<file path="config.mk">
export PLATFORM = sky130hd
export DESIGN_NAME = psis_alu
export DESIGN_NICKNAME = d
export VERILOG_FILES = /design/src/rtl/psis_pkg.sv /design/src/rtl/psis_alu.sv
export SDC_FILE = /design/constraint.sdc
export NUM_CORES = 1
export LEC_CHECK = 0
export BUFFER_PORTS_ARGS = -buffer_cell sky130_fd_sc_hd__buf_2
export CORE_ASPECT_RATIO = 0.9
export CORE_MARGIN = 2
export CORE_UTILIZATION = 58
export DETAILED_ROUTE_END_ITERATION = 10
export GPL_TIMING_DRIVEN = 0
export PLACE_DENSITY = 0.91
export SYNTH_ARGS = -nofsm -noshare
export SYNTH_HDL_FRONTEND = slang
export SYNTH_SLANG_ARGS = --single-unit
</file>
<file path="constraint.sdc">
create_clock -name vclk -period 5.8
set_clock_uncertainty 0.05 [all_clocks]
set_input_delay 0 -clock vclk [all_inputs]
set_output_delay 0 -clock vclk [all_outputs]
set_load 0.02 [all_outputs]
</file>
<file path="src/rtl/psis_pkg.sv">
// Shared constants, command and status codes, and interface types for the posting seek block.
package psis_pkg;

    // Sizes of the list, the index and a location
    localparam int LOC_BITS    = 32;
    localparam int MAX_POSTS   = 4096;
    localparam int SYNC_POINTS = 1024;
    localparam int PIDX_BITS   = $clog2(MAX_POSTS);
    localparam int CNT_BITS    = $clog2(MAX_POSTS + 1);
    localparam int SYNC_BITS   = (SYNC_POINTS > 1) ? $clog2(SYNC_POINTS) : 1;
    localparam int LB_BITS     = 5;

    // Configuration port
    localparam int CFG_IDX_BITS  = 1;
    localparam int CFG_DATA_BITS = 32;
    localparam logic [CFG_IDX_BITS-1:0] CFG_LOW_BITS = 1'b0;
    localparam logic [CFG_IDX_BITS-1:0] CFG_START    = 1'b1;

    // Command codes
    localparam logic [1:0] CMD_CLEAR  = 2'd0;
    localparam logic [1:0] CMD_APPEND = 2'd1;
    localparam logic [1:0] CMD_SEEK   = 2'd2;

    // Status codes
    localparam logic [1:0] ST_OK        = 2'd0;
    localparam logic [1:0] ST_NOT_FOUND = 2'd1;
    localparam logic [1:0] ST_FULL      = 2'd2;
    localparam logic [1:0] ST_RANGE     = 2'd3;

    // One index bucket entry
    typedef struct packed {
        logic                 valid;
        logic [LOC_BITS-1:0]  loc;
        logic [PIDX_BITS-1:0] off;
    } sync_entry_t;

    // Shared add / shift / compare unit
    typedef struct packed {
        logic [LOC_BITS-1:0] a;
        logic [LOC_BITS-1:0] b;
        logic [LOC_BITS-1:0] c;
        logic [LB_BITS-1:0]  lb;
    } alu_req_t;

    typedef struct packed {
        logic [LOC_BITS-1:0] sum;
        logic [LOC_BITS-1:0] shr;
        logic                ge;
    } alu_resp_t;

    // Memory requests
    typedef struct packed {
        logic                 we;
        logic [PIDX_BITS-1:0] addr;
        logic [31:0]          wdata;
    } dmem_req_t;

    typedef struct packed {
        logic                 we;
        logic [SYNC_BITS-1:0] addr;
        sync_entry_t          wdata;
    } smem_req_t;

endpackage

</file>
<file path="src/rtl/psis_alu.sv">
// Shared add, bucket shift and compare unit used by append and seek.
module psis_alu
    import psis_pkg::*;
(
    input  alu_req_t  req,
    output alu_resp_t resp
);

    logic [LOC_BITS-1:0] sum;

    // Add, then take the bucket number and compare against the target
    always_comb
    begin
        sum      = req.a + req.b;
        resp.sum = sum;
        resp.shr = sum >> req.lb;
        resp.ge  = (sum >= req.c);
    end

endmodule

</file>
==> results.md, run 1 <==
* Worst-Margin Slew at 829 ps
* Final wirelength at 17.0 mm
* Inst Count DP at between 900 and 1,000
* Setup TNS at 0 ps
* Fraction of layout cells with a size suffix above 1 at 0.262
* Library cells used by synthesis at 88
* Peak supply drop at 0.103 mV
* Drt drc at 0
* Die Span X at 98.7 µm
* Ant diodes at 0
* Switch share at 0.628
* CP required at 5750 ps
* Drt wl/cell at around 18 µm
* Cts hold-fix bufs at 0
* Detailed Routing Iterations Pass 1 at 5
* Antenna viol nets, final at 0
* Psw at 0.609 mW
* Total number of yosys warnings at 0
* Standard-cell rows at 31
* Seq. cell area at 0 µm²
* Seq/Total Area, Yosys at 0
* Outcome: finished, final reports clean
* Fin cells at between 900 and 1,000
* Max cap viols at 0
* Fin worst setup slack at 1800 ps
* Clock power share at 0
* Pre-CTS WS at 1910 ps
* Int Power at 0.360 mW
* Leak Pwr at about 2.8 nW
* Gr usage total at 0.361
* Combinational share of power at 1.000
* Final Hold Fails at 0
* Vias in the first global route at about 5,500
* Final HPWL DP at roughly 14 mm
* Hold Path Class: input port to output port
* Die H at between 80 and 90 µm
* Slew headroom at 0.444
* PD cells at ~170 nW/µm²
* Vias at 6,091
* Critical path capture point type: output port
* Fmax at 0.250 GHz
* Syn Inst Count at 669
* Mapped Avg Cell Area at 6.99 µm²
* Global placer's final weighted congestion at 0.956
* Synthesized net count at 834
* Post-synthesis to final-layout area growth at 20.1%
* Netlist Area Pre-Place at between 4000 and 5000 µm²
* Max Slew Vio Count at 0
* Crit Path Category: input port to output port
* Setup repair bufs after CTS at 0
* Gr ovfl total at 0
* Global-route wire length before repair at 26.4 mm
* Sequential cell count at 0
* Initial antenna violation count at 0
* I/O pin count at around 170
* Fill cells at 699
* Placeable Area at 7950 µm²
* Vias/cell at 6.54
* Worst path arrival time at 3950 ps
* CLK BUF at 0
* Worst-path fanout max at 5
* Largest net degree at the start of global routing at 11
* Initial core utilization at 0.589
* Min cycle time layout at between 4000 and 5000 ps
* Initial DRC count at 407
* Final worst-path cycle share at 0.690
* Die area at 8800 µm²
* Final setup violation count at 0
* # port buffers at roughly 160
* Net count, final at 999
* PostCTS Resize Cnt at 0
* RSZ-0062 raised after global routing: false
* Sequential Power Share at 0
* Startpoint Class: input port
==> final cells by class <==
class                      instances  area (µm²)  share of cell area
timing repair buffer             163         816               0.145
buffer                            35         148              0.0263
multi-input combinational        577        4320               0.768
tap                               99         124              0.0220
inverter                          57         214              0.0381
==> worst max-delay path, stage by stage <==
cell,delay (ps)
buf_2,100
ha_1,370
a21oi_1,370
o21ai_0,180
a311o_1,400
and2_4,200
a311oi_1,730
ha_1,390
a21oi_1,140
nor2b_1,60
o21ai_0,150
nand2b_1,70
a21oi_1,140
nor2b_1,50
o21ai_0,140
nand2b_1,70
a21oi_1,140
o31ai_1,90
buf_2,180
==> cells in the mapped netlist, drive strengths merged (3+ instances only) <==
library cell,instances,area share
nand4,16,0.023
nor2b,6,0.0080
nand2b,9,0.012
a311o,3,0.0064
a21o,17,0.029
o211ai,12,0.020
and2,15,0.021
a221oi,4,0.010
o22ai,7,0.0094
o221ai,4,0.0075
mux4,8,0.039
nand3,16,0.017
o21ai,36,0.039
xnor2,16,0.032
mux2i,24,0.055
inv,55,0.044
nor4,6,0.0080
o32ai,3,0.0056
o2bb2ai,3,0.0056
a21oi,58,0.064
a22oi,5,0.011
ha,63,0.17
or2,6,0.0080
a22o,4,0.0075
o21a,8,0.013
a211oi,24,0.044
mux2,4,0.010
nand2,59,0.047
a31oi,5,0.0067
a2111oi,5,0.011
a311oi,5,0.0094
or3,5,0.0078
xor2,8,0.017
o31ai,5,0.0080
nor3,19,0.020
and3,6,0.0080
o211a,6,0.013
buf,12,0.013
nor4b,3,0.0070
nor2,48,0.040
clkbuf,23,0.018
==> kinds of logic after synthesis <==
| logic type | after synthesis | synth area share |
|---|---|---|
| buffers and inverters | 92 | 0.0773 |
| AO/OA/AOI/OAI | 236 | 0.366 |
| adder cells (fa/ha/maj) | 64 | 0.173 |
| multiplexers | 36 | 0.104 |
| AND/OR/NAND/NOR | 217 | 0.233 |
| XOR/XNOR | 24 | 0.0481 |
==> stage by stage <==
| stage | power, mW | hold WS (ps) | util | instance area, µm² |
|---|---|---|---|---|
| after global routing | 1.05 | 346 | 0.707 | 5620 |
| after CTS | 0.949 | 322 | 0.707 | 5620 |
| after detailed placement | 0.944 | 317 | 0.707 | 5620 |
| after global placement | 0.920 | 315 | 0.707 | 5620 |
| final | 0.969 | 321 | 0.707 | 5620 |
| after floorplan | 0.666 | 164 | - | 4680 |
==> layout by cell type (no fill, tap or decap), types with 8 or more instances in the layout <==
master and count:
a21o_1 16, inv_1 54, buf_2 170, mux4_2 8
mux2i_1 22, nand2_1 59, clkbuf_1 23, o21ai_0 21
nand2b_1 9, o21ai_1 15, nand3_1 16, a21oi_1 56
nor3_1 19, a211oi_1 19, and2_1 14, nand4_1 15
xnor2_1 15, o211ai_1 11, ha_1 63, nor2_1 47
==> metal layers <==
layer,global-route usage,up-vias,part of all wire
li1,-,2873,-
met1,0.464,2829,0.42
met2,0.651,342,0.47
met3,0.0375,47,0.080
met4,0.103,0,0.028
met5,0,-,0
==> final timing paths <==
check	cells past startpoint	slack (ps)	end	startpoint
setup / recovery	19	1800	resp[0]	req[43]
hold / removal	3	320	resp[33]	req[69]
==> power by group through the flow <==
stage	registers (mW)	clock network [mW]	logic (mW)
floorplan	0	0	0.666
global placement	0	0	0.920
detailed placement	0	0	0.944
CTS	0	0	0.949
global route	0	0	1.05
finish	0	0	0.969
Note: power is estimated with default switching activity, not from simulation.
==> run 2: changes to the inputs <==
--- a/config.mk
+++ b/config.mk
@@ -8,10 +8,10 @@
 export BUFFER_PORTS_ARGS = -buffer_cell sky130_fd_sc_hd__buf_2
 export CORE_ASPECT_RATIO = 0.9
 export CORE_MARGIN = 2
-export CORE_UTILIZATION = 58
+export CORE_UTILIZATION = 54
 export DETAILED_ROUTE_END_ITERATION = 10
 export GPL_TIMING_DRIVEN = 0
-export PLACE_DENSITY = 0.91
+export PLACE_DENSITY = 0.86
 export SYNTH_ARGS = -nofsm -noshare
 export SYNTH_HDL_FRONTEND = slang
 export SYNTH_SLANG_ARGS = --single-unit
==> constraint.sdc (replaced) <==
create_clock -name vclk -period 3.9
set_clock_uncertainty 0.05 [all_clocks]
set_input_delay 0 -clock vclk [all_inputs]
set_output_delay 0 -clock vclk [all_outputs]
set_load 0.02 [all_outputs]
==> results.md, run 2 (synthesis gave the netlist of run 1 again) <==
* Leak Pwr at 2.83 nW
* Cts hold-fix bufs at 0
* CP bufs+invs at 2
* CLK BUF at 0
* Initial core utilization at 0.551
* Startpoint Class: input port
* Worst hold path depth at 3
* Crit path cell chain: buf_2, ha_1, o211ai_1, o21ai_1, a311o_2, a31oi_1, xnor2_2, ha_1, a21o_1, a21oi_1, nor2b_1, o21ai_0, nand2b_1, a21oi_1, o211ai_1, a31oi_2, o31ai_1, buf_2
* Final HPWL DP at 14.7 mm
* Net count, final at around 1,000
* Outcome: finished, final reports clean
* Worst-Margin Slew at 728 ps
* Peak supply drop at 0.133 mV
* Most common cell after layout, fill and taps aside: buf_2
* Initial antenna violation count at 0
* Die Span X at 102 µm
* Global placer's final weighted congestion at ~1
* Worst path arrival time at 3790 ps
* I/O pin count at 166
* PD cells at 259 nW/µm²
* Slew headroom at 0.502
* Post-synthesis to final-layout area growth at 24.9%
* Leading cell types in the layout, fill and taps excluded: 170 x buf_2, 63 x ha_1, 59 x nand2_1
* Setup TNS at 0 ps
* Placeable Area at 8490 µm²
* Antenna viol nets, final at 0
* Cell family with most CP delay: compound AO/OA/AOI/OAI gates
* Drt wl/cell at 18.6 µm
* Final wirelength at 17.8 mm
* Initial DRC count at 409
* Max Slew Vio Count at 0
* Detailed Routing Iterations Pass 1 at 5
* Critical path capture point type: output port
* Gr usage total at 0.357
* Global-route wire length before repair at 27.6 mm
* Layout Utilization at 0.689
* Final worst-path cycle share at 0.984
* Sequential cell count at 0
* Final Hold Fails at 0
* Gr ovfl total at 0
* Max cap viols at 0
* Vias at between 6,000 and 7,000
* Die area at 9430 µm²
* Drt drc at 0
* Final setup violation count at 0
* Largest net degree at the start of global routing at 11
* Slowest CP cell: a311o_2
* Vias/cell at 6.44
* Worst-path fanout max at 6
* Hold Path Class: input port to output port
* Fraction of layout cells with a size suffix above 1 at 0.287
* Crit path largest cell delay at 410 ps
* Crit Path Category: input port to output port
* CP required at 3850 ps
* # port buffers at 163
* Die H at just over 90 µm
* Fill cells at 746
* Fmax at approximately 0.26 GHz
* Min cycle time layout at between 3000 and 4000 ps
* Ant diodes at 0
* Standard-cell rows at 32
* Final instance area at 5850 µm²
* Placed cell areas at 5640 µm²
* Seq. cell area at 0 µm²
* Vias in the first global route at between 5,000 and 6,000
* Stages on the worst setup path at 18
[run 2: timing repair]
action,4_1_cts,5_1_grt
setup endpoints to repair,1,4
resized for setup,1,26
pin swaps,0,10
buffers inserted,0,5
[run 2: power breakdown]
group	switching (mW)	leakage [nW]	internal, mW
registers	0	0	0
clock network	0	0	0
logic	0.949	2.83	0.562
total	0.949	2.83	0.562
[run 2: layer usage]
| layer | up-vias | track usage | part of all wire |
|---|---|---|---|
| met2 | 386 | 0.603 | 0.47 |
| met4 | 0 | 0.117 | 0.031 |
| met1 | 2832 | 0.478 | 0.42 |
| met3 | 60 | 0.0309 | 0.084 |
| met5 | - | 0 | 0 |
| li1 | 2877 | - | - |
[run 2: cell type report]
type,instances,area [µm²],area share
multi-input cells,577,4480,0.767
repair buffers,168,853,0.146
inverters,57,214,0.0366
well taps,119,149,0.0255
plain buffers,35,148,0.0253
[run 2: path summary, 6_finish.rpt]
kind | start | endpoint | slack, ps
worst max-delay path | req[39] | resp[0] | 60
worst min-delay path | req[69] | resp[33] | 310
[run 2: stage by stage]
| stage | worst slack, ps | hold slack [ps] | total power [mW] | cells |
|---|---|---|---|---|
| 3_5_place_dp | -107 | 302 | 1.41 | 951 |
| 3_3_place_gp | -14.0 | 307 | 1.38 | 951 |
| 2_1_floorplan | 344 | 164 | 0.991 | 669 |
| 5_1_grt | -83.2 | 325 | 1.62 | 956 |
| 4_1_cts | 13.3 | 309 | 1.42 | 951 |
| 6_report | 63.1 | 307 | 1.51 | 956 |
