### src/rtl/psis_pkg.sv
// Shared constants, command and status codes, and interface types for the posting seek block.
package psis_pkg;

    // Sizes of the list, the index and a location
    localparam int LOC_BITS    = 32;
    localparam int MAX_POSTS   = 4096;
    localparam int SYNC_POINTS = 1024;
    localparam int PIDX_BITS   = $clog2(MAX_POSTS);
    localparam int CNT_BITS    = $clog2(MAX_POSTS + 1);
    localparam int SYNC_BITS   = (SYNC_POINTS > 1) ? $clog2(SYNC_POINTS) : 1;
    localparam int LB_BITS     = 5;

    // Configuration port
    localparam int CFG_IDX_BITS  = 1;
    localparam int CFG_DATA_BITS = 32;
    localparam logic [CFG_IDX_BITS-1:0] CFG_LOW_BITS = 1'b0;
    localparam logic [CFG_IDX_BITS-1:0] CFG_START    = 1'b1;

    // Command codes
    localparam logic [1:0] CMD_CLEAR  = 2'd0;
    localparam logic [1:0] CMD_APPEND = 2'd1;
    localparam logic [1:0] CMD_SEEK   = 2'd2;

    // Status codes
    localparam logic [1:0] ST_OK        = 2'd0;
    localparam logic [1:0] ST_NOT_FOUND = 2'd1;
    localparam logic [1:0] ST_FULL      = 2'd2;
    localparam logic [1:0] ST_RANGE     = 2'd3;

    // One index bucket entry
    typedef struct packed {
        logic                 valid;
        logic [LOC_BITS-1:0]  loc;
        logic [PIDX_BITS-1:0] off;
    } sync_entry_t;

    // Shared add / shift / compare unit
    typedef struct packed {
        logic [LOC_BITS-1:0] a;
        logic [LOC_BITS-1:0] b;
        logic [LOC_BITS-1:0] c;
        logic [LB_BITS-1:0]  lb;
    } alu_req_t;

    typedef struct packed {
        logic [LOC_BITS-1:0] sum;
        logic [LOC_BITS-1:0] shr;
        logic                ge;
    } alu_resp_t;

    // Memory requests
    typedef struct packed {
        logic                 we;
        logic [PIDX_BITS-1:0] addr;
        logic [31:0]          wdata;
    } dmem_req_t;

    typedef struct packed {
        logic                 we;
        logic [SYNC_BITS-1:0] addr;
        sync_entry_t          wdata;
    } smem_req_t;

endpackage

### src/rtl/psis_ctrl.sv
// Command sequencer: clear pass, append, bucket scan and delta walk, output register.
module psis_ctrl
    import psis_pkg::*;
(
    input  logic                 clk,
    input  logic                 rst_n,
    input  logic                 in_valid,
    output logic                 in_ready,
    input  logic [1:0]           cmd,
    input  logic [31:0]          delta,
    input  logic [LOC_BITS-1:0]  target,
    input  logic [LB_BITS-1:0]   low_bits,
    input  logic [LOC_BITS-1:0]  start_location,
    output alu_req_t             alu_req,
    input  alu_resp_t            alu_resp,
    output dmem_req_t            dmem_req,
    input  logic [31:0]          delta_rdata,
    output smem_req_t            smem_req,
    input  sync_entry_t          sync_rdata,
    output logic                 out_valid,
    input  logic                 out_ready,
    output logic [1:0]           status,
    output logic [LOC_BITS-1:0]  location,
    output logic [PIDX_BITS-1:0] post_index
);

    typedef enum logic [10:0] {
        S_IDLE       = 11'b000_0000_0001,
        S_CLR        = 11'b000_0000_0010,
        S_APP        = 11'b000_0000_0100,
        S_APP_CHK    = 11'b000_0000_1000,
        S_SEEK       = 11'b000_0001_0000,
        S_SYNC_RD    = 11'b000_0010_0000,
        S_SYNC_CHK   = 11'b000_0100_0000,
        S_WALK_FIRST = 11'b000_1000_0000,
        S_WALK_RD    = 11'b001_0000_0000,
        S_WALK_ADD   = 11'b010_0000_0000,
        S_OUT        = 11'b100_0000_0000
    } state_t;

    state_t               state_reg, state_next;
    logic [CNT_BITS-1:0]  post_count_reg, post_count_next;
    logic [LOC_BITS-1:0]  running_reg, running_next;
    logic [SYNC_BITS-1:0] clr_cnt_reg, clr_cnt_next;
    logic                 clr_reply_reg, clr_reply_next;
    logic                 first_reg, first_next;
    logic                 out_valid_reg, out_valid_next;

    logic [LOC_BITS-1:0]  tgt_reg, tgt_next;
    logic [31:0]          delta_reg, delta_next;
    logic [LOC_BITS-1:0]  loc_reg, loc_next;
    logic [CNT_BITS-1:0]  idx_reg, idx_next;
    logic [SYNC_BITS-1:0] bucket_reg, bucket_next;
    logic [1:0]           st_reg, st_next;
    logic [1:0]           out_status_reg;
    logic [LOC_BITS-1:0]  out_loc_reg;
    logic [PIDX_BITS-1:0] out_idx_reg;
    logic                 out_load;
    logic                 walk_ok;

    assign in_ready   = (state_reg == S_IDLE);
    assign out_valid  = out_valid_reg;
    assign status     = out_status_reg;
    assign location   = out_loc_reg;
    assign post_index = out_idx_reg;

    // Current post still inside the target bucket and inside the list
    assign walk_ok = (alu_resp.shr <= LOC_BITS'(bucket_reg)) && (idx_reg < post_count_reg);

    // Sequencer
    always_comb
    begin
        state_next      = state_reg;
        post_count_next = post_count_reg;
        running_next    = running_reg;
        clr_cnt_next    = clr_cnt_reg;
        clr_reply_next  = clr_reply_reg;
        first_next      = first_reg;
        tgt_next        = tgt_reg;
        delta_next      = delta_reg;
        loc_next        = loc_reg;
        idx_next        = idx_reg;
        bucket_next     = bucket_reg;
        st_next         = st_reg;
        out_load        = 1'b0;
        out_valid_next  = out_valid_reg && !out_ready;

        alu_req.a  = loc_reg;
        alu_req.b  = '0;
        alu_req.c  = tgt_reg;
        alu_req.lb = low_bits;

        dmem_req.we    = 1'b0;
        dmem_req.addr  = idx_reg[PIDX_BITS-1:0];
        dmem_req.wdata = delta_reg;

        smem_req.we    = 1'b0;
        smem_req.addr  = bucket_reg;
        smem_req.wdata = '0;

        unique case (state_reg)
            S_IDLE:
            begin
                if (in_valid)
                begin
                    tgt_next   = target;
                    delta_next = delta;
                    case (cmd)
                        CMD_CLEAR:
                        begin
                            post_count_next = '0;
                            running_next    = start_location;
                            loc_next        = start_location;
                            idx_next        = '0;
                            st_next         = ST_OK;
                            clr_cnt_next    = '0;
                            clr_reply_next  = 1'b1;
                            state_next      = S_CLR;
                        end
                        CMD_APPEND:
                        begin
                            if (post_count_reg >= CNT_BITS'(MAX_POSTS))
                            begin
                                st_next    = ST_FULL;
                                loc_next   = '0;
                                idx_next   = '0;
                                state_next = S_OUT;
                            end
                            else
                            begin
                                idx_next   = post_count_reg;
                                state_next = S_APP;
                            end
                        end
                        CMD_SEEK:
                        begin
                            state_next = S_SEEK;
                        end
                        default:
                        begin
                            state_next = S_IDLE;
                        end
                    endcase
                end
            end
            S_CLR:
            begin
                smem_req.we   = 1'b1;
                smem_req.addr = clr_cnt_reg;
                if (clr_cnt_reg == SYNC_BITS'(SYNC_POINTS - 1))
                begin
                    state_next = clr_reply_reg ? S_OUT : S_IDLE;
                end
                else
                begin
                    clr_cnt_next = clr_cnt_reg + 1'b1;
                end
            end
            S_APP:
            begin
                alu_req.a       = running_reg;
                alu_req.b       = delta_reg;
                dmem_req.we     = 1'b1;
                running_next    = alu_resp.sum;
                loc_next        = alu_resp.sum;
                post_count_next = post_count_reg + 1'b1;
                if (alu_resp.shr >= LOC_BITS'(SYNC_POINTS))
                begin
                    st_next    = ST_RANGE;
                    state_next = S_OUT;
                end
                else
                begin
                    st_next       = ST_OK;
                    bucket_next   = alu_resp.shr[SYNC_BITS-1:0];
                    smem_req.addr = alu_resp.shr[SYNC_BITS-1:0];
                    state_next    = S_APP_CHK;
                end
            end
            S_APP_CHK:
            begin
                // Fill the bucket with its first post only
                if (!sync_rdata.valid)
                begin
                    smem_req.we          = 1'b1;
                    smem_req.wdata.valid = 1'b1;
                    smem_req.wdata.loc   = loc_reg;
                    smem_req.wdata.off   = idx_reg[PIDX_BITS-1:0];
                end
                state_next = S_OUT;
            end
            S_SEEK:
            begin
                alu_req.a = tgt_reg;
                if (alu_resp.shr >= LOC_BITS'(SYNC_POINTS))
                begin
                    st_next    = ST_RANGE;
                    loc_next   = '0;
                    idx_next   = '0;
                    state_next = S_OUT;
                end
                else
                begin
                    bucket_next   = alu_resp.shr[SYNC_BITS-1:0];
                    smem_req.addr = alu_resp.shr[SYNC_BITS-1:0];
                    first_next    = 1'b1;
                    state_next    = S_SYNC_CHK;
                end
            end
            S_SYNC_RD:
            begin
                state_next = S_SYNC_CHK;
            end
            S_SYNC_CHK:
            begin
                if (sync_rdata.valid)
                begin
                    loc_next   = sync_rdata.loc;
                    idx_next   = CNT_BITS'(sync_rdata.off);
                    st_next    = ST_OK;
                    state_next = first_reg ? S_WALK_FIRST : S_OUT;
                end
                else
                begin
                    first_next = 1'b0;
                    if (bucket_reg == SYNC_BITS'(SYNC_POINTS - 1))
                    begin
                        st_next    = ST_NOT_FOUND;
                        loc_next   = '0;
                        idx_next   = '0;
                        state_next = S_OUT;
                    end
                    else
                    begin
                        bucket_next = bucket_reg + 1'b1;
                        state_next  = S_SYNC_RD;
                    end
                end
            end
            S_WALK_FIRST:
            begin
                if (!walk_ok)
                begin
                    st_next    = ST_NOT_FOUND;
                    loc_next   = '0;
                    idx_next   = '0;
                    state_next = S_OUT;
                end
                else if (alu_resp.ge)
                begin
                    st_next    = ST_OK;
                    state_next = S_OUT;
                end
                else
                begin
                    idx_next   = idx_reg + 1'b1;
                    state_next = S_WALK_RD;
                end
            end
            S_WALK_RD:
            begin
                if (!walk_ok)
                begin
                    st_next    = ST_NOT_FOUND;
                    loc_next   = '0;
                    idx_next   = '0;
                    state_next = S_OUT;
                end
                else
                begin
                    state_next = S_WALK_ADD;
                end
            end
            S_WALK_ADD:
            begin
                alu_req.b = delta_rdata;
                loc_next  = alu_resp.sum;
                if (alu_resp.ge)
                begin
                    st_next    = ST_OK;
                    state_next = S_OUT;
                end
                else
                begin
                    idx_next   = idx_reg + 1'b1;
                    state_next = S_WALK_RD;
                end
            end
            S_OUT:
            begin
                // Hand the word over once the output register is free
                if (!out_valid_reg || out_ready)
                begin
                    out_load       = 1'b1;
                    out_valid_next = 1'b1;
                    state_next     = S_IDLE;
                end
            end
        endcase
    end

    // Control registers; reset starts with a clearing pass over the index
    always_ff @(posedge clk or negedge rst_n)
    begin
        if (!rst_n)
        begin
            state_reg      <= S_CLR;
            post_count_reg <= '0;
            running_reg    <= '0;
            clr_cnt_reg    <= '0;
            clr_reply_reg  <= 1'b0;
            first_reg      <= 1'b0;
            out_valid_reg  <= 1'b0;
        end
        else
        begin
            state_reg      <= state_next;
            post_count_reg <= post_count_next;
            running_reg    <= running_next;
            clr_cnt_reg    <= clr_cnt_next;
            clr_reply_reg  <= clr_reply_next;
            first_reg      <= first_next;
            out_valid_reg  <= out_valid_next;
        end
    end

    // Working and output payload registers
    always_ff @(posedge clk)
    begin
        tgt_reg    <= tgt_next;
        delta_reg  <= delta_next;
        loc_reg    <= loc_next;
        idx_reg    <= idx_next;
        bucket_reg <= bucket_next;
        st_reg     <= st_next;
        if (out_load)
        begin
            out_status_reg <= st_reg;
            out_loc_reg    <= loc_reg;
            out_idx_reg    <= idx_reg[PIDX_BITS-1:0];
        end
    end

`ifndef SYNTHESIS
    a_count_bound: assert property (@(posedge clk) disable iff (!rst_n)
        post_count_reg <= CNT_BITS'(MAX_POSTS))
        else $error("post count beyond list depth");

    a_walk_in_list: assert property (@(posedge clk) disable iff (!rst_n)
        (state_reg == S_WALK_ADD) |-> (idx_reg < post_count_reg))
        else $error("delta read past the end of the list");

    a_out_hold: assert property (@(posedge clk) disable iff (!rst_n)
        (state_reg == S_OUT && out_valid_reg && !out_ready) |=> (state_reg == S_OUT))
        else $error("result left while output register was full");

    a_out_source: assert property (@(posedge clk) disable iff (!rst_n)
        $rose(out_valid_reg) |-> $past(state_reg == S_OUT))
        else $error("result word raised outside the output state");
`endif

endmodule

### config.mk
export PLATFORM = sky130hd
export DESIGN_NAME = psis_ctrl
export DESIGN_NICKNAME = d
export VERILOG_FILES = /design/src/rtl/psis_pkg.sv /design/src/rtl/psis_ctrl.sv
export SDC_FILE = /design/constraint.sdc
export NUM_CORES = 1
export LEC_CHECK = 0
export BUFFER_PORTS_ARGS = -buffer_cell sky130_fd_sc_hd__buf_2
export CORE_AREA = 2 2 195 197
export DETAILED_ROUTE_END_ITERATION = 8
export DIE_AREA = 0 0 197 199
export SETUP_SLACK_MARGIN = 0.02
export SLEW_MARGIN = 20
export SYNTH_ARGS = -nofsm -noshare
export SYNTH_HDL_FRONTEND = slang
export SYNTH_SLANG_ARGS = --single-unit
### constraint.sdc
create_clock -name clk -period 3.6 [get_ports clk]
set_clock_uncertainty 0.1 [all_clocks]
set_input_delay 0.54 -clock clk [delete_from_list [all_inputs] [get_ports clk]]
set_output_delay 0.54 -clock clk [all_outputs]
set_load 0.01 [all_outputs]
==> summary.log <==
[outcome] run status completed
[setup_path] critical-path maximum fanout 6
[clock_network] CTS H-tree depth 1
[sta] setup repair after global routing missed its margin true
[global_route] Global Route Usage Sum 23.28%
[sta] Setup violations, final 0
[finish] most common library cell in the layout ignoring fill and taps buf_2
[setup_path] peak per-stage delay on the critical path 550 ps
[setup_path] Data required, critical path 2960 ps
[min_path] path class of the lowest-slack min-delay path in2async
[placement] Detail Placement HPWL 34,330 microns
[route] residual DRC count 0
[floorplan] die area 39,200 sq um
[sta] portion of the clock cycle consumed by the worst path in the final layout 97.41%
[floorplan] floorplan die height 199 microns
[floorplan] floorplan row count 71
[setup_path] family with the most delay on the worst path simple AND/OR/NAND/NOR gates
[route] residual antenna-violating net count after detailed routing 0
[finish] most used cells in the layout excluding fill and tap cells buf_2 (474), nand2_1 (177), edfxtp_1 (167)
[clock_network] CTS tree built
[global_route] number of antenna violations at the first check in global routing 4
[setup_path] cells traversed along the worst timing path or4_1 -> buf_4 -> or3_4 -> nor3_4 -> buf_12 -> clkbuf_16 -> or2_4 -> buf_6
[setup_path] crit end category output pin
[setup_path] number of cells on the critical path 8
[pwr] clock share of power 26.5%
[route] initial DRC count 1,024
[setup_path] crit start category flop
[logic_synthesis] Post-Syn Area per Cell 10.65 sq um
[logic_synthesis] total number of yosys warnings 0
[sta] slew at the pin closest to its max-slew limit 948.5 ps
[sta] headroom to the max-slew limit 36.77%
[placement] number of buffers inserted by port buffering 488
[route] post-DR wirelength/cell 22.52 microns
[logic_synthesis] share of the yosys chip area belonging to registers 56.45%
[pwr] maximum resistive drop on vdd 0.3462 mV
[finish] final cell utilization of the core 44.49%
[global_route] first-pass GRT wire length 68,210 microns
[pwr] sequential share of power 38.9%
[floorplan] I/O pin cnt 499
[global_route] maximum number of pins on one net before global-route repair 63
[clock_network] Num CTS Buffers 28
[logic_synthesis] Post-Syn Instances 1,122
[logic_synthesis] Unique masters post-synth 63
[logic_synthesis] Netlist Area Pre-Place 11,940 sq um
[floorplan] floorplan die width 197 microns
[clock_network] Clock Path Buffers 3
[sta] Fin. Hold Viols 0
[clock_network] clock latency at the later pin of the worst-skew pair 570 ps
[floorplan] effective utilization at floorplan 32.17%
[sta] achievable clock frequency 285.2 MHz
[logic_synthesis] async set or reset register ratio after synthesis 29.24%
[flow_run] Maximum Capacitance Violations 0
[clock_network] clock transition at the registers of the reported paths 60 ps
[global_route] via count of the first global-routing pass 10,760
[logic_synthesis] prevailing post-synth register cell edfxtp_1
[pwr] reported leakage power 7.589 nW
[sta] clock period minus final worst setup slack 3507 ps
[sta] worst hold margin 16.04 ps
[placement] number of cells in the design after placement 2,054
[global_route] total overflow reported by the global router 0
[floorplan] area of the core region 37,130 sq um
[setup_path] worst-path cell with the longest stage delay or4_1
[logic_synthesis] FF+latch count, synth 236
[logic_synthesis] net count after synthesis 1,398
[placement] global placement routability congestion 0.9291
[finish] synthesis-to-finish area growth 38.33%
[setup_path] number of cell instances on the worst register-to-register path 9
[clock_network] total clock sinks 236
[pwr] share of total power consumed by net switching 36.91%
[logic_synthesis] EDFF count, synth 167
[finish] Final nets 1,904
[sta] Final Max Slew Viols 0
[route] number of optimization iterations in the first detailed-route pass 9
[sta] setup_tns 0 ps
[pwr] internal portion of total power 7.379 mW
[finish] number of filler instances in the final layout 3,612
[route] number of vias in the routed layout 11,320
[setup_path] Arr. time, crit path 2870 ps
[setup_path] worst path bufs/invs 4
[pwr] Power Total 11.70 mW
[pwr] switching component of the power 4.317 mW
[pwr] proportion of power drawn by combinational gates 34.6%
[finish] layout cell share with drive strength beyond 1 39.33%
[finish] number of standard cells in the layout, taps in and fillers out 2,127
[route] via count normalized by instance count 5.320
[setup_path] CP Class reg2out
[pwr] power per cell area 707.9 nW/um^2
[route] Detailed Route WL 47,890 microns
[clock_network] buffer type at the clock tree root clkbuf_16
-- layout make-up --
class,instances,area (sq um),area share [%]
Antenna cell,3,7.507,0.04544
Clock buffer,42,813.3,4.922
Clock inverter,10,187.7,1.136
Inverter,67,252.7,1.530
Multi-Input combinational cell,745,4741,28.69
Sequential cell,236,6750,40.86
Tap cell,474,593.1,3.590
Timing Repair Buffer,550,3177,19.23
-- Yosys cell counts, drive strengths merged, types with 2 or more instances --
master / instances / area share [%]
nand2: 177 / 5.6
edfxtp: 167 / 42
nor2: 84 / 2.7
dfrtp: 68 / 14
inv: 67 / 2.1
a22oi: 54 / 3.4
and2: 49 / 2.6
clkbuf: 44 / 1.4
o21ai: 40 / 1.7
a31oi: 36 / 1.9
a222oi: 32 / 2.7
a22o: 32 / 2.3
buf: 32 / 1.8
ha: 27 / 2.8
xnor2: 21 / 1.5
nand3: 20 / 0.84
a21oi: 19 / 0.80
nand4: 17 / 0.89
nor4: 17 / 1.2
nor3: 14 / 0.71
and3: 11 / 0.58
xor2: 11 / 0.81
nor2b: 9 / 0.47
nand2b: 8 / 0.42
or3: 8 / 0.42
a211oi: 7 / 0.48
or2: 5 / 0.26
and4: 4 / 0.29
o31ai: 4 / 0.25
or4: 4 / 0.28
a211o: 3 / 0.22
o21a: 3 / 0.19
o22ai: 3 / 0.21
a21o: 2 / 0.13
a311oi: 2 / 0.15
nor3b: 2 / 0.13
o2111ai: 2 / 0.15
o211ai: 2 / 0.13
or3b: 2 / 0.15
or4b: 2 / 0.17
-- per-stage QoR --
stage          instance area, sq um  setup slack [ps]
6_report                      16520             93.17
5_1_grt                       16520            -1.567
4_1_cts                       16210             28.00
3_5_place_dp                  15080             452.1
3_3_place_gp                  15080             436.4
2_1_floorplan                 11950             267.0
-- final timing paths --
kind,startpoint,endpoint,slack (ps)
setup / recovery,state_reg[2],smem_req[55],90
hold / removal,rst_n,running_reg[25],20
setup reg to reg,state_reg[2],loc_reg[5],670
hold reg to reg,st_reg[1],status[1],370
max in group asynchronous,rst_n,running_reg[27],2650
min in group clk,target[20],tgt_reg[20],40
-- timing repair --
action | CTS | global route
pin swaps | 1 | 4
gates resized for setup | 12 | 33
hold buffers | 0 | 0
gates cloned | 2 | 3
endpoints found under the setup margin | 73 | 85
setup buffers | 6 | 6
-- logic make-up after synthesis --
kind of cell,synth area share [%]
AO/OA/AOI/OAI,15.26
XOR/XNOR,2.347
adder cells (fa/ha/maj),2.828
buffers and inverters,5.259
flip-flops,56.45
multiplexers,0.08381
AND/OR/NAND/NOR,17.77
-- metal layers --
metal	track usage [%]	part of all wire, %	wire length, microns	vias to the layer above
li1	-	-	-	5142
met1	30.60	41	19620	5452
met2	37.91	48	22750	633
met3	5.188	8.6	4114	86
met4	8.076	2.9	1392	2
met5	0	0.035	17	-
-- power groups by stage --
stage	Combinational [mW]	Clock (mW)	Sequential [mW]
2_1_floorplan	2.18	0	4.43
3_3_place_gp	3.84	0	4.57
3_5_place_dp	3.86	0	4.59
4_1_cts	3.94	3.17	4.54
5_1_grt	4.47	3.28	4.64
6_report	4.04	3.10	4.55
(Power assumes the default switching activity.)
